===== src/hw/rtl/source_text_lexer_unit_assert.svh =====
// Assertion macros for the source text lexer.
`ifndef SOURCE_TEXT_LEXER_UNIT_ASSERT_SVH
`define SOURCE_TEXT_LEXER_UNIT_ASSERT_SVH

// Same-cycle implication, disabled in reset.
`define SLU_ASSERT_NOW(label, clk, rst_n, ante, cons) \
	label: assert property (@(posedge clk) disable iff (!rst_n) (ante) |-> (cons)) \
		else $error("slu assertion failed");

// Next-cycle implication, disabled in reset.
`define SLU_ASSERT_NEXT(label, clk, rst_n, ante, cons) \
	label: assert property (@(posedge clk) disable iff (!rst_n) (ante) |=> (cons)) \
		else $error("slu assertion failed");

`endif


===== src/hw/rtl/slu_pkg.sv =====
package slu_pkg;

	localparam int POS_BITS  = 16;
	localparam int LINE_BITS = 16;
	localparam int LEN_BITS  = POS_BITS + 1;
	localparam int FIELD_W   = 16;
	localparam int KIND_W    = 5;
	localparam int MAX_TOK   = 3;
	localparam int TOK_CNT_W = $clog2(MAX_TOK + 1);
	localparam int Q_DEPTH   = 4;
	localparam int Q_IDX_W   = $clog2(Q_DEPTH);
	localparam int Q_CNT_W   = $clog2(Q_DEPTH + 1);

	typedef enum logic [KIND_W-1:0] {
		K_WORD, K_STRING, K_COMMA, K_NEWLINE, K_TAB,
		K_LPAREN, K_RPAREN, K_LBRACK, K_RBRACK, K_LBRACE, K_RBRACE,
		K_ARROW, K_PLUS, K_MINUS, K_STAR, K_SLASH,
		K_LE, K_LT, K_GE, K_GT, K_EQ, K_NE,
		K_END, K_BAD_CHAR, K_OPEN_STRING
	} kind_t;

	typedef enum logic [2:0] {
		MODE_IDLE, MODE_WORD, MODE_STRING, MODE_COMMENT, MODE_HALT, MODE_OP
	} mode_t;

	typedef enum logic [1:0] {
		OP_LT, OP_GT, OP_BANG, OP_SLASH
	} op_t;

	typedef struct packed {
		kind_t                kind;
		logic [LINE_BITS-1:0] line;
		logic [POS_BITS-1:0]  start;
		logic [LEN_BITS-1:0]  len;
	} tok_t;

	typedef struct packed {
		logic [TOK_CNT_W-1:0] cnt;
		tok_t [MAX_TOK-1:0]   tok;
	} bundle_t;

	typedef struct packed {
		logic               empty;
		logic               full;
	} q_stat_t;

endpackage


===== src/hw/rtl/slu_byte_if.sv =====
interface slu_byte_if;
	logic       valid;
	logic       ready;
	logic [7:0] in_byte;
	logic       end_of_input;

	modport source (output valid, output in_byte, output end_of_input, input ready);
	modport sink   (input valid, input in_byte, input end_of_input, output ready);
endinterface


===== src/hw/rtl/slu_token_if.sv =====
interface slu_token_if;
	import slu_pkg::*;

	logic               valid;
	logic               ready;
	logic [KIND_W-1:0]  token_kind;
	logic [FIELD_W-1:0] token_line;
	logic [FIELD_W-1:0] token_start;
	logic [FIELD_W-1:0] token_length;
	logic               last_result;

	modport source (output valid, output token_kind, output token_line, output token_start,
		output token_length, output last_result, input ready);
	modport sink   (input valid, input token_kind, input token_line, input token_start,
		input token_length, input last_result, output ready);
endinterface


===== src/hw/rtl/slu_front.sv =====
module slu_front (
	input  logic             clk,
	input  logic             arst_n,
	slu_byte_if.sink         text,
	input  slu_pkg::q_stat_t stat,
	output logic             push,
	output slu_pkg::bundle_t push_data
);
	import slu_pkg::*;

	localparam logic [7:0] CH_TAB    = 8'h09;
	localparam logic [7:0] CH_NL     = 8'h0A;
	localparam logic [7:0] CH_SPACE  = 8'h20;
	localparam logic [7:0] CH_BANG   = 8'h21;
	localparam logic [7:0] CH_QUOTE  = 8'h22;
	localparam logic [7:0] CH_LPAREN = 8'h28;
	localparam logic [7:0] CH_RPAREN = 8'h29;
	localparam logic [7:0] CH_STAR   = 8'h2A;
	localparam logic [7:0] CH_PLUS   = 8'h2B;
	localparam logic [7:0] CH_COMMA  = 8'h2C;
	localparam logic [7:0] CH_MINUS  = 8'h2D;
	localparam logic [7:0] CH_SLASH  = 8'h2F;
	localparam logic [7:0] CH_LT     = 8'h3C;
	localparam logic [7:0] CH_EQ     = 8'h3D;
	localparam logic [7:0] CH_GT     = 8'h3E;
	localparam logic [7:0] CH_LBRACK = 8'h5B;
	localparam logic [7:0] CH_BSLASH = 8'h5C;
	localparam logic [7:0] CH_RBRACK = 8'h5D;
	localparam logic [7:0] CH_LBRACE = 8'h7B;
	localparam logic [7:0] CH_RBRACE = 8'h7D;

	localparam logic [LINE_BITS-1:0] LINE_MAX = '1;
	localparam logic [POS_BITS-1:0]  POS_MAX  = '1;

	mode_t                mode_q, mode_d;
	op_t                  op_q, op_d;
	logic [LINE_BITS-1:0] line_q, line_d;
	logic [POS_BITS-1:0]  pos_q;
	logic [POS_BITS-1:0]  begin_q, begin_d;
	logic                 ls_q, ls_d;
	logic                 bs_q, bs_d;
	logic                 accept;
	logic [TOK_CNT_W-1:0] n_tok;
	tok_t [MAX_TOK-1:0]   toks;

	function automatic logic is_word(input logic [7:0] c);
		return (c inside {[8'h61:8'h7A], [8'h41:8'h5A], [8'h30:8'h39], 8'h5F});
	endfunction

	function automatic logic is_single(input logic [7:0] c);
		return (c inside {CH_COMMA, CH_LPAREN, CH_RPAREN, CH_LBRACK, CH_RBRACK, CH_LBRACE,
			CH_RBRACE, CH_PLUS, CH_MINUS, CH_STAR, CH_EQ});
	endfunction

	function automatic kind_t single_kind(input logic [7:0] c);
		kind_t k;
		case (c)
			CH_COMMA:  k = K_COMMA;
			CH_LPAREN: k = K_LPAREN;
			CH_RPAREN: k = K_RPAREN;
			CH_LBRACK: k = K_LBRACK;
			CH_RBRACK: k = K_RBRACK;
			CH_LBRACE: k = K_LBRACE;
			CH_RBRACE: k = K_RBRACE;
			CH_PLUS:   k = K_PLUS;
			CH_MINUS:  k = K_MINUS;
			CH_STAR:   k = K_STAR;
			CH_EQ:     k = K_EQ;
			default:   k = K_BAD_CHAR;
		endcase
		return k;
	endfunction

	function automatic kind_t held_kind(input op_t op);
		kind_t k;
		case (op)
			OP_LT:   k = K_LT;
			OP_GT:   k = K_GT;
			default: k = K_SLASH;
		endcase
		return k;
	endfunction

	function automatic logic [LINE_BITS-1:0] line_inc(input logic [LINE_BITS-1:0] l);
		return (l == LINE_MAX) ? l : l + 1'b1;
	endfunction

	assign text.ready = !stat.full;
	assign accept     = text.valid && !stat.full;

	always_comb begin
		logic [7:0]          c;
		logic [POS_BITS-1:0] pos;
		logic                do_fresh;
		logic                hit;
		kind_t               k;
		c        = text.in_byte;
		pos      = pos_q;
		mode_d   = mode_q;
		op_d     = op_q;
		line_d   = line_q;
		begin_d  = begin_q;
		ls_d     = ls_q;
		bs_d     = bs_q;
		n_tok    = '0;
		toks     = '0;
		do_fresh = 1'b0;
		hit      = 1'b0;
		k        = K_WORD;

		case (mode_q)
			MODE_HALT: begin
			end
			MODE_COMMENT: begin
				if (c == CH_NL) begin
					line_d = line_inc(line_d);
					ls_d   = 1'b1;
					mode_d = MODE_IDLE;
				end
			end
			MODE_STRING: begin
				if (c == CH_QUOTE && !bs_q) begin
					toks[n_tok] = '{K_STRING, line_d, begin_d,
						LEN_BITS'(pos) - LEN_BITS'(begin_d) + 1'b1};
					n_tok  = n_tok + 1'b1;
					mode_d = MODE_IDLE;
					ls_d   = 1'b0;
				end else begin
					bs_d = (c == CH_BSLASH);
				end
			end
			MODE_OP: begin
				if (op_q == OP_LT && c == CH_MINUS) begin
					k = K_ARROW; hit = 1'b1;
				end else if (op_q == OP_LT && c == CH_EQ) begin
					k = K_LE; hit = 1'b1;
				end else if (op_q == OP_GT && c == CH_EQ) begin
					k = K_GE; hit = 1'b1;
				end else if (op_q == OP_BANG && c == CH_EQ) begin
					k = K_NE; hit = 1'b1;
				end
				if (hit) begin
					toks[n_tok] = '{k, line_d, begin_d, LEN_BITS'(2)};
					n_tok  = n_tok + 1'b1;
					mode_d = MODE_IDLE;
					ls_d   = 1'b0;
				end else if (op_q == OP_SLASH && c == CH_SLASH) begin
					toks[n_tok] = '{K_NEWLINE, line_d, begin_d, LEN_BITS'(1)};
					n_tok  = n_tok + 1'b1;
					mode_d = MODE_COMMENT;
				end else if (op_q == OP_BANG) begin
					toks[n_tok] = '{K_BAD_CHAR, line_d, begin_d, LEN_BITS'(1)};
					n_tok  = n_tok + 1'b1;
					mode_d = MODE_HALT;
				end else begin
					toks[n_tok] = '{held_kind(op_q), line_d, begin_d, LEN_BITS'(1)};
					n_tok    = n_tok + 1'b1;
					mode_d   = MODE_IDLE;
					ls_d     = 1'b0;
					do_fresh = 1'b1;
				end
			end
			default: begin
				if (mode_q != MODE_WORD) mode_d = MODE_IDLE;
				do_fresh = 1'b1;
			end
		endcase

		if (do_fresh) begin
			if (is_word(c)) begin
				if (mode_d != MODE_WORD) begin
					mode_d  = MODE_WORD;
					begin_d = pos;
				end
				ls_d = 1'b0;
			end else if (!is_single(c) && !(c inside {CH_SPACE, CH_TAB, CH_NL, CH_QUOTE,
				CH_LT, CH_GT, CH_BANG, CH_SLASH})) begin
				// bad char drops any word in progress
				toks[n_tok] = '{K_BAD_CHAR, line_d, pos, LEN_BITS'(1)};
				n_tok  = n_tok + 1'b1;
				mode_d = MODE_HALT;
			end else begin
				if (mode_d == MODE_WORD) begin
					toks[n_tok] = '{K_WORD, line_d, begin_d,
						LEN_BITS'(pos) - LEN_BITS'(begin_d)};
					n_tok = n_tok + 1'b1;
				end
				mode_d = MODE_IDLE;
				case (c)
					CH_SPACE: begin
					end
					CH_TAB: begin
						if (ls_d) begin
							toks[n_tok] = '{K_TAB, line_d, pos, LEN_BITS'(1)};
							n_tok = n_tok + 1'b1;
						end
					end
					CH_NL: begin
						toks[n_tok] = '{K_NEWLINE, line_d, pos, LEN_BITS'(1)};
						n_tok  = n_tok + 1'b1;
						line_d = line_inc(line_d);
						ls_d   = 1'b1;
					end
					CH_QUOTE: begin
						mode_d  = MODE_STRING;
						begin_d = pos;
						bs_d    = 1'b0;
					end
					CH_LT, CH_GT, CH_BANG, CH_SLASH: begin
						mode_d  = MODE_OP;
						begin_d = pos;
						op_d    = (c == CH_LT) ? OP_LT : (c == CH_GT) ? OP_GT :
							(c == CH_BANG) ? OP_BANG : OP_SLASH;
					end
					default: begin
						toks[n_tok] = '{single_kind(c), line_d, pos, LEN_BITS'(1)};
						n_tok = n_tok + 1'b1;
						ls_d  = 1'b0;
					end
				endcase
			end
		end

		if (text.end_of_input) begin
			case (mode_d)
				MODE_WORD: begin
					toks[n_tok] = '{K_WORD, line_d, begin_d,
						LEN_BITS'(pos) - LEN_BITS'(begin_d) + 1'b1};
					n_tok = n_tok + 1'b1;
				end
				MODE_OP: begin
					toks[n_tok] = '{(op_d == OP_BANG) ? K_BAD_CHAR : held_kind(op_d),
						line_d, begin_d, LEN_BITS'(1)};
					n_tok = n_tok + 1'b1;
				end
				MODE_STRING: begin
					toks[n_tok] = '{K_OPEN_STRING, line_d, begin_d, LEN_BITS'(1)};
					n_tok = n_tok + 1'b1;
				end
				default: begin
				end
			endcase
			toks[n_tok] = '{K_END, line_d, pos, LEN_BITS'(0)};
			n_tok = n_tok + 1'b1;
		end
	end

	assign push          = accept && (n_tok != '0);
	assign push_data.cnt = n_tok;
	assign push_data.tok = toks;

	always_ff @(posedge clk or negedge arst_n) begin
		if (!arst_n) begin
			mode_q  <= MODE_IDLE;
			op_q    <= OP_LT;
			line_q  <= LINE_BITS'(1);
			pos_q   <= '0;
			begin_q <= '0;
			ls_q    <= 1'b1;
			bs_q    <= 1'b0;
		end else if (accept) begin
			if (text.end_of_input) begin
				mode_q  <= MODE_IDLE;
				op_q    <= OP_LT;
				line_q  <= LINE_BITS'(1);
				pos_q   <= '0;
				begin_q <= '0;
				ls_q    <= 1'b1;
				bs_q    <= 1'b0;
			end else begin
				mode_q  <= mode_d;
				op_q    <= op_d;
				line_q  <= line_d;
				pos_q   <= (pos_q == POS_MAX) ? pos_q : pos_q + 1'b1;
				begin_q <= begin_d;
				ls_q    <= ls_d;
				bs_q    <= bs_d;
			end
		end
	end

endmodule


===== src/hw/rtl/slu_queue.sv =====
module slu_queue (
	input  logic              clk,
	input  logic              arst_n,
	input  logic              push,
	input  slu_pkg::bundle_t  push_data,
	input  logic              pop,
	output slu_pkg::bundle_t  head,
	output slu_pkg::q_stat_t  stat
);
	import slu_pkg::*;

	bundle_t              mem_q [Q_DEPTH];
	logic [Q_IDX_W-1:0]   wr_q;
	logic [Q_IDX_W-1:0]   rd_q;
	logic [Q_CNT_W-1:0]   cnt_q;

	always_ff @(posedge clk) begin
		if (push) mem_q[wr_q] <= push_data;
	end

	always_ff @(posedge clk or negedge arst_n) begin
		if (!arst_n) begin
			wr_q  <= '0;
			rd_q  <= '0;
			cnt_q <= '0;
		end else begin
			if (push) wr_q <= wr_q + 1'b1;
			if (pop)  rd_q <= rd_q + 1'b1;
			if (push && !pop)      cnt_q <= cnt_q + 1'b1;
			else if (pop && !push) cnt_q <= cnt_q - 1'b1;
		end
	end

	assign head       = mem_q[rd_q];
	assign stat.empty = (cnt_q == '0);
	assign stat.full  = (cnt_q == Q_CNT_W'(Q_DEPTH));

endmodule


===== src/hw/rtl/slu_back.sv =====
module slu_back (
	input  logic             clk,
	input  logic             arst_n,
	input  slu_pkg::bundle_t head,
	input  slu_pkg::q_stat_t stat,
	output logic             pop,
	slu_token_if.source      tokens
);
	import slu_pkg::*;

	bundle_t              b_q;
	logic [TOK_CNT_W-1:0] idx_q;
	logic                 valid_q;
	logic                 final_tok;
	tok_t                 cur;

	assign final_tok = (idx_q == b_q.cnt - 1'b1);
	assign pop       = !stat.empty && (!valid_q || (tokens.ready && final_tok));
	assign cur       = b_q.tok[idx_q];

	always_ff @(posedge clk) begin
		if (pop) b_q <= head;
	end

	always_ff @(posedge clk or negedge arst_n) begin
		if (!arst_n) begin
			valid_q <= 1'b0;
			idx_q   <= '0;
		end else if (pop) begin
			valid_q <= 1'b1;
			idx_q   <= '0;
		end else if (valid_q && tokens.ready) begin
			if (final_tok) valid_q <= 1'b0;
			else           idx_q   <= idx_q + 1'b1;
		end
	end

	assign tokens.valid        = valid_q;
	assign tokens.token_kind   = cur.kind;
	assign tokens.token_line   = FIELD_W'(cur.line);
	assign tokens.token_start  = FIELD_W'(cur.start);
	assign tokens.token_length = FIELD_W'(cur.len);
	assign tokens.last_result  = final_tok;

endmodule


===== src/hw/rtl/source_text_lexer_unit.sv =====
// A byte's first token word is written into the bundle queue, then loaded into the output
// register and shown; a byte yielding no token gives no word.
// Throughput: one byte per cycle while the queue is not full; words drain at one per cycle
// through a 4-bundle queue while tokens.ready is high, one word per token.
// Reset (arst_n low, async): lexer state to line 1, offset 0, queue and output emptied.
module source_text_lexer_unit (
	input  logic         clk,
	input  logic         arst_n,
	slu_byte_if.sink     text,
	slu_token_if.source  tokens
);
	import slu_pkg::*;

	logic    push;
	logic    pop;
	bundle_t push_data;
	bundle_t head;
	q_stat_t stat;

	slu_front u_front (
		.clk       (clk),
		.arst_n    (arst_n),
		.text      (text),
		.stat      (stat),
		.push      (push),
		.push_data (push_data)
	);

	slu_queue u_queue (
		.clk       (clk),
		.arst_n    (arst_n),
		.push      (push),
		.push_data (push_data),
		.pop       (pop),
		.head      (head),
		.stat      (stat)
	);

	slu_back u_back (
		.clk    (clk),
		.arst_n (arst_n),
		.head   (head),
		.stat   (stat),
		.pop    (pop),
		.tokens (tokens)
	);

`include "source_text_lexer_unit_assert.svh"

	`SLU_ASSERT_NOW(a_full_stalls, clk, arst_n, stat.full, !text.ready)
	`SLU_ASSERT_NOW(a_push_nonempty, clk, arst_n, push, push_data.cnt != '0)
	`SLU_ASSERT_NOW(a_end_is_last, clk, arst_n,
		tokens.valid && tokens.token_kind == K_END, tokens.last_result)
	`SLU_ASSERT_NEXT(a_end_queued, clk, arst_n,
		text.valid && text.ready && text.end_of_input, !stat.empty)

endmodule

===== src/flat_wrapper.sv =====
// flat-port wrapper written by rule: the top's interface ports become plain ports
module source_text_lexer_unit_flat import slu_pkg::*;
  (clk, arst_n, text_valid, text_in_byte, text_end_of_input, text_ready, tokens_valid, tokens_token_kind, tokens_token_line, tokens_token_start, tokens_token_length, tokens_last_result, tokens_ready);
  slu_byte_if text_i ();
  slu_token_if tokens_i ();
  input  logic clk;
  input  logic arst_n;
  input wire logic [$bits(text_i.valid)-1:0] text_valid;
  input wire logic [$bits(text_i.in_byte)-1:0] text_in_byte;
  input wire logic [$bits(text_i.end_of_input)-1:0] text_end_of_input;
  output wire logic [$bits(text_i.ready)-1:0] text_ready;
  output wire logic [$bits(tokens_i.valid)-1:0] tokens_valid;
  output wire logic [$bits(tokens_i.token_kind)-1:0] tokens_token_kind;
  output wire logic [$bits(tokens_i.token_line)-1:0] tokens_token_line;
  output wire logic [$bits(tokens_i.token_start)-1:0] tokens_token_start;
  output wire logic [$bits(tokens_i.token_length)-1:0] tokens_token_length;
  output wire logic [$bits(tokens_i.last_result)-1:0] tokens_last_result;
  input wire logic [$bits(tokens_i.ready)-1:0] tokens_ready;
  assign text_i.valid = text_valid;
  assign text_i.in_byte = text_in_byte;
  assign text_i.end_of_input = text_end_of_input;
  assign text_ready = text_i.ready;
  assign tokens_valid = tokens_i.valid;
  assign tokens_token_kind = tokens_i.token_kind;
  assign tokens_token_line = tokens_i.token_line;
  assign tokens_token_start = tokens_i.token_start;
  assign tokens_token_length = tokens_i.token_length;
  assign tokens_last_result = tokens_i.last_result;
  assign tokens_i.ready = tokens_ready;
  source_text_lexer_unit u_core (.clk(clk), .arst_n(arst_n), .text(text_i), .tokens(tokens_i));
endmodule

===== config.mk =====
export PLATFORM = sky130hd
export DESIGN_NAME = source_text_lexer_unit_flat
export DESIGN_NICKNAME = d
export VERILOG_FILES = /design/src/hw/rtl/slu_pkg.sv /design/src/hw/rtl/slu_byte_if.sv /design/src/hw/rtl/slu_token_if.sv /design/src/hw/rtl/slu_front.sv /design/src/hw/rtl/slu_queue.sv /design/src/hw/rtl/slu_back.sv /design/src/hw/rtl/source_text_lexer_unit.sv /design/src/flat_wrapper.sv
export VERILOG_INCLUDE_DIRS = /design/src /design/src/hw/rtl
export SDC_FILE = /design/constraint.sdc
export NUM_CORES = 1
export LEC_CHECK = 0
export ABC_CLOCK_PERIOD_IN_PS = 10900
export BUFFER_PORTS_ARGS = -buffer_cell sky130_fd_sc_hd__buf_2
export CAP_MARGIN = 20
export CORE_MARGIN = 2
export CORE_UTILIZATION = 45
export DETAILED_ROUTE_END_ITERATION = 8
export PLACE_DENSITY = 0.6
export SETUP_SLACK_MARGIN = 0.02
export SYNTH_ARGS = -nofsm -noshare
export SYNTH_HDL_FRONTEND = slang
export SYNTH_HIERARCHICAL = 1
export SYNTH_SLANG_ARGS = --single-unit

===== constraint.sdc =====
create_clock -name clk -period 10.9 [get_ports clk]
set_clock_uncertainty 0.1 [all_clocks]
set_input_delay 0.545 -clock clk [delete_from_list [all_inputs] [get_ports clk]]
set_output_delay 0.545 -clock clk [all_outputs]
set_load 0.05 [all_outputs]

# Yosys cells after proc, flatten, opt, wreduce, memory -nomap -nowiden
# Memory sizes are Yosys's and may differ from the RTL's. A register that Yosys moved wholly into a read port is not among the register bits.
# Cells that the tools add are included.
[word_totals]
regBits = 65
mem_bits_rw = 656
inputBits = 13
output_inout_bits = 56
wordCells = 277
n_memories = 1
[op_classes]
n_addsub = 17
order_cmp = 15
eq_ne = 43
mux = 139
reduce_logical = 50
[memory_table]
columns = ["name", "words", "width", "read_ports", "rd_ports_with_merged_regs", "write_ports", "line", "source"]
rows = [
  ["u_core.u_queue.mem_q", 4, 164, 1, 1, 1, "slu_queue.sv:12", "bundle_t mem_q [Q_DEPTH];"],
]
[ops]
columns = ["op", "count"]
rows = [
  ["162-bit 2-to-1 mux", 10],
  ["162-bit bitwise mux", 9],
  ["162-bit one-hot mux with 3 select lines", 2],
  ["54-bit demux with 2-bit select", 4],
  ["54-bit 2-to-1 mux", 8],
  ["16-bit 2-to-1 mux", 17],
  ["54-bit binary-select mux with 2-bit select", 1],
  ["54-bit one-hot mux with 2 select lines", 1],
  ["8-bit by 6-bit == test with 1-bit output, second input constant", 13],
  ["5-bit 2-to-1 mux", 11],
  ["5-bit one-hot mux with 11 select lines", 1],
  ["50-bit 2-to-1 mux", 1],
  ["16-bit by 1-bit adder with 16-bit output, second input constant", 3],
  ["16-bit == test, second input constant", 3],
  ["8-bit by 7-bit == test with 1-bit output, second input constant", 6],
  ["2-bit 2-to-1 mux", 21],
  ["3-bit 2-to-1 mux", 13],
  ["17-bit by 1-bit adder with 17-bit output, second input constant", 2],
  ["16-bit by 16-bit subtractor with 17-bit output", 2],
  ["1-bit 2-to-1 mux", 31],
  ["1-bit logical AND", 21],
  ["5-bit one-hot mux with 2 select lines", 2],
  ["8-bit by 4-bit == test with 1-bit output, second input constant", 2],
  ["8-bit by 7-bit greater-or-equal comparator with 1-bit output, second input constant", 2],
  ["other kinds (38)", 78],
]

# Longest topological paths before layout
[logic_depth]
ltp_word = 31
depth_mapped = 27
ltp_nobuf = 23

# Modules after synthesis
# The synthesis kept the hierarchy.
[modules_own_cells]
columns = ["module", "instances", "cells_each", "area_each_um2", "seq_area_each_um2"]
rows = [
  ["slu_queue", 1, 891, 24075.6, 19874.1],
  ["slu_front", 1, 1383, 9545.4, 1378.8],
  ["slu_back", 1, 364, 6147.1, 4909.7],
]

# Worst setup path before layout
# No wires, ideal clock.
[synth_path]
path_kind = "register to register"
from = "register u_core/u_back/b_q[163] (netlist name)"
to = "register u_core.u_queue.cnt_q[1]"
setup_ns = 0.125
arrival_ns = 10.924
required_ns = 10.675
path_slack_ns = -0.249
path_stages_with_launch = 10
path_buffers = 0
synth_period_minus_slack_ns = 11.149
path_cell_list = "edfxtp_1 > xnor2_1 > mux2i_2 > nand2_1 > a21oi_1 > inv_1 > ha_1 > inv_1 > fa_1 > mux2_2"
[synth_between]
elab_chain_len = 8
elab_cells_between_ends = 10
classes_between = "add/sub: 1; eq/ne: 1; mux: 1; reduce/logical: 7"
[synth_lines]
columns = ["item", "line", "source"]
rows = [
  ["2-bit by 1-bit subtractor with 2-bit output (*)", "slu_back.sv:17", "assign final_tok = (idx_q == b_q.cnt - 1'b1);"],
  ["2-bit == test (*)", "slu_back.sv:17", ""],
  ["via tokens_last_result", "flat_wrapper.sv:17", "output wire logic [$bits(tokens_i.last_result)-1:0] tokens_last_result;"],
  ["1-bit logical AND (*)", "slu_back.sv:18", "assign pop = !stat.empty && (!valid_q || (tokens.ready && final_tok));"],
  ["1-bit logical OR (*)", "slu_back.sv:18", ""],
  ["1-bit logical AND (*)", "slu_back.sv:18", ""],
  ["via u_core.pop", "source_text_lexer_unit.sv:15", "logic pop;"],
  ["1-bit zero test", "slu_queue.sv:29", "if (push && !pop) cnt_q <= cnt_q + 1'b1;"],
  ["1-bit logical AND", "slu_queue.sv:29", ""],
  ["3-bit 2-to-1 mux or 2-bit nonzero test (tied branches)", "--", ""],
  ["end signal: assignment", "slu_queue.sv:29", ""],
  ["end signal: assignment", "slu_queue.sv:30", "else if (pop && !push) cnt_q <= cnt_q - 1'b1;"],
  ["end: declaration", "slu_queue.sv:15", "logic [Q_CNT_W-1:0] cnt_q;"],
]
# Mark *: on every way through the listed nets, which the timed path passes. The rest lies on a longest branch.
# A chain may end at the register's enable or synchronous reset.

==> flow_metrics.tcl <==
set metrics [dict create \
    status "complete, no violations" \
    place_ws_ns 4.09 \
    grt_max_degree 162 \
    clock_latency_ns 0.65 \
    drive_gt1_share_pct 17.1 \
    critPathLaunchType "register" \
    track_usage_pct 22.2 \
    grt_pass1_vias 23400 \
    cts_buffers 90 \
    area.growth.synth_to_final_pct 11.2 \
    cts_max_path_buffers 3 \
    grt_remaining_overflow 0 \
    postLayoutCellArea_um2 43600 \
    required_ns 11.20 \
    row_count 108 \
    path_class "reg2reg" \
    post-route-period-util_pct 57.4 \
    fmax_ghz 0.160 \
    dp_hpwl_um 62900 \
    peakVddDrop_mv 0.213 \
    synthCells 2608 \
    finalWirelength_um 99000 \
    cts-root-buf "clkbuf_16" \
    first_iter_violations 1844 \
    synth.avg_cell_area_um2 15.1 \
    route.detailed.drc 0 \
    hold_class "in2reg" \
    wire_per_inst_um 25.5 \
    netlist_area_um2 39300 \
    initial_utilization_pct 45.3 \
    tns_ns 0 \
    placed_cell_area_um2 40600 \
    synth_nets 2689 \
    slew_headroom_pct 11.4 \
    cts_tree "built" \
    hold_violations 0 \
    finish.utilization_pct 50.4 \
    gp_congestion 0.898 \
    die_w_um 299 \
    antenna_found_initial 1 \
    timing.final.ws_setup_ns 4.64 \
    die_area_um2 89600 \
    rsz0062_at_grt "false" \
    leakage_nw 14.6 \
    cts.htree.levels 3 \
    drt_first_pass_iters 5 \
    setup_viol 0 \
    finalCriticalPeriod_ns 6.26 \
    cp-end-kind "register" \
    boundaryPins 69 \
    critPathArrivalTime_ns 6.56 \
    via_per_inst 5.91 \
    yosysWarnings 6 \
    antenna_cells 0 \
    post-cts-setup-buffers 0 \
    clkTransAtPathRegs_ns 0.06 \
    grt_pass1_wl_um 150000 \
    fillers 7252 \
    die-height_um 299 \
    worstMarginPinSlew_ns 1.33 \
    maxCapViolCount 0 \
    slew_viol_final 0 \
    clock-sinks 870 \
    nets 2734 \
    critical_path.max_fanout 32 \
    core-area_um2 86600 \
    p_per_area_nw_per_um2 279 \
    antenna_left 0 \
    portBuffers 68 \
    vias 23000 \
]
[metrics by stage]
step / instances / hold slack, ns / power (mW)
2_1_floorplan: 2608 / 0.149 / 8.01
3_3_place_gp: 3714 / 0.374 / 9.17
3_5_place_dp: 3715 / 0.392 / 9.25
4_1_cts: 3884 / 0.0427 / 12.3
5_1_grt: 3884 / 0.0702 / 12.7
6_report: 3884 / 0.0814 / 12.2
[power by group]
group / switching, mW / internal [mW] / leakage [nW] / total [mW]
Sequential: 0.327 / 4.71 / 8.36 / 5.04
Combinational: 2.72 / 1.33 / 4.75 / 4.05
Clock: 1.27 / 1.80 / 1.46 / 3.07
[per-layer routing]
metal	GRT usage (%)	vias to the layer above	routed length, µm
li1	-	10300	-
met1	29.0	11900	41300
met2	39.0	597	50900
met3	2.91	161	4200
met4	6.35	0	2560
met5	0	-	0
[flip-flops by register name, indices dropped and copies added, names as in the netlist]
signal and count:
u_core/u_front/bs_q 1, u_core/u_front/pos_q 16, u_core/u_queue/rd_q 2, u_core/u_queue/cnt_q 3, u_core/u_front/mode_q 3, u_core/u_front/line_q 16, u_core/u_queue/wr_q 2, u_core/u_front/begin_q 16
u_core/u_front/ls_q 1, u_core/u_back/tokens.valid 1, u_core/u_back/b_q 161, u_core/u_front/op_q 2, u_core/u_back/idx_q 2, u_core/u_queue/mem_q 644
[path summary, 6_finish.rpt]
check                      slack, ns                                      to                                start  cells after the start
setup / recovery                4.64   u_core/u_queue/mem_q[1][14]$_DFFE_PP_   u_core/u_front/op_q[1]$_DFFE_PN0P_                     20
hold / removal                  0.08  u_core/u_back/tokens.valid$_DFFE_PN0P_                         tokens_ready                      2
setup reg to reg                4.64   u_core/u_queue/mem_q[1][14]$_DFFE_PP_   u_core/u_front/op_q[1]$_DFFE_PN0P_                     20
hold reg to reg                 0.42     u_core/u_queue/cnt_q[2]$_DFFE_PN0P_  u_core/u_queue/cnt_q[2]$_DFFE_PN0P_                      1
max in group asynchronous       9.35      u_core/u_queue/rd_q[0]$_DFFE_PN0P_                               arst_n                      3
min in group asynchronous       0.29      u_core/u_queue/rd_q[1]$_DFFE_PN0P_                               arst_n                      2
[layout make-up]
| class | count | area [µm²] | share of cell area (%) |
|---|---|---|---|
| multi-input cells | 1525 | 12500 | 28.6 |
| clock buffers | 117 | 2470 | 5.65 |
| inverters | 64 | 240 | 0.551 |
| well taps | 1155 | 1450 | 3.31 |
| clock inverters | 51 | 527 | 1.21 |
| flip-flops and latches | 870 | 25800 | 59.2 |
| repair buffers | 102 | 671 | 1.54 |
[cell usage in the layout, fill, tap and decap left out, types with 16 or more instances in the layout]
cell type,count
edfxtp_1,805
nand2_1,191
nor2_1,171
mux4_2,161
o21ai_0,122
a21oi_1,113
clkbuf_16,92
buf_2,67
ha_1,65
inv_1,63
mux2i_1,60
nand3_1,60
dfrtp_1,59
o22ai_1,44
nor3_1,43
xnor2_1,39
xor2_1,37
o21ai_1,34
a211oi_1,33
buf_4,29
and3_1,22
a22o_1,20
nand4_1,19
clkbuf_1,18
clkinv_2,17
clkinv_1,17
o31ai_1,16
[critical path, stage by stage (launching register included)]
cell and delay, ns:
dfrtp_1 0.67, inv_1 0.18, o211ai_1 0.25, a21oi_1 0.16, nor2_1 0.39, nand2_1 0.38, o22ai_2 0.26, buf_4 0.35
nor2_1 0.07, a21oi_1 0.27, ha_1 0.32, ha_1 0.30, a211oi_1 0.31, nor2_1 0.11, or4_1 0.45, a41oi_1 0.31
a211o_1 0.22, o21a_1 0.13, o311ai_0 0.32, o32a_1 0.27, o21ai_0 0.17
[repair_timing]
action,4_1_cts,5_1_grt
hold buffers,1,0
hold endpoints to repair,20,0
resized for setup,0,0
(Power assumes the default switching activity.)
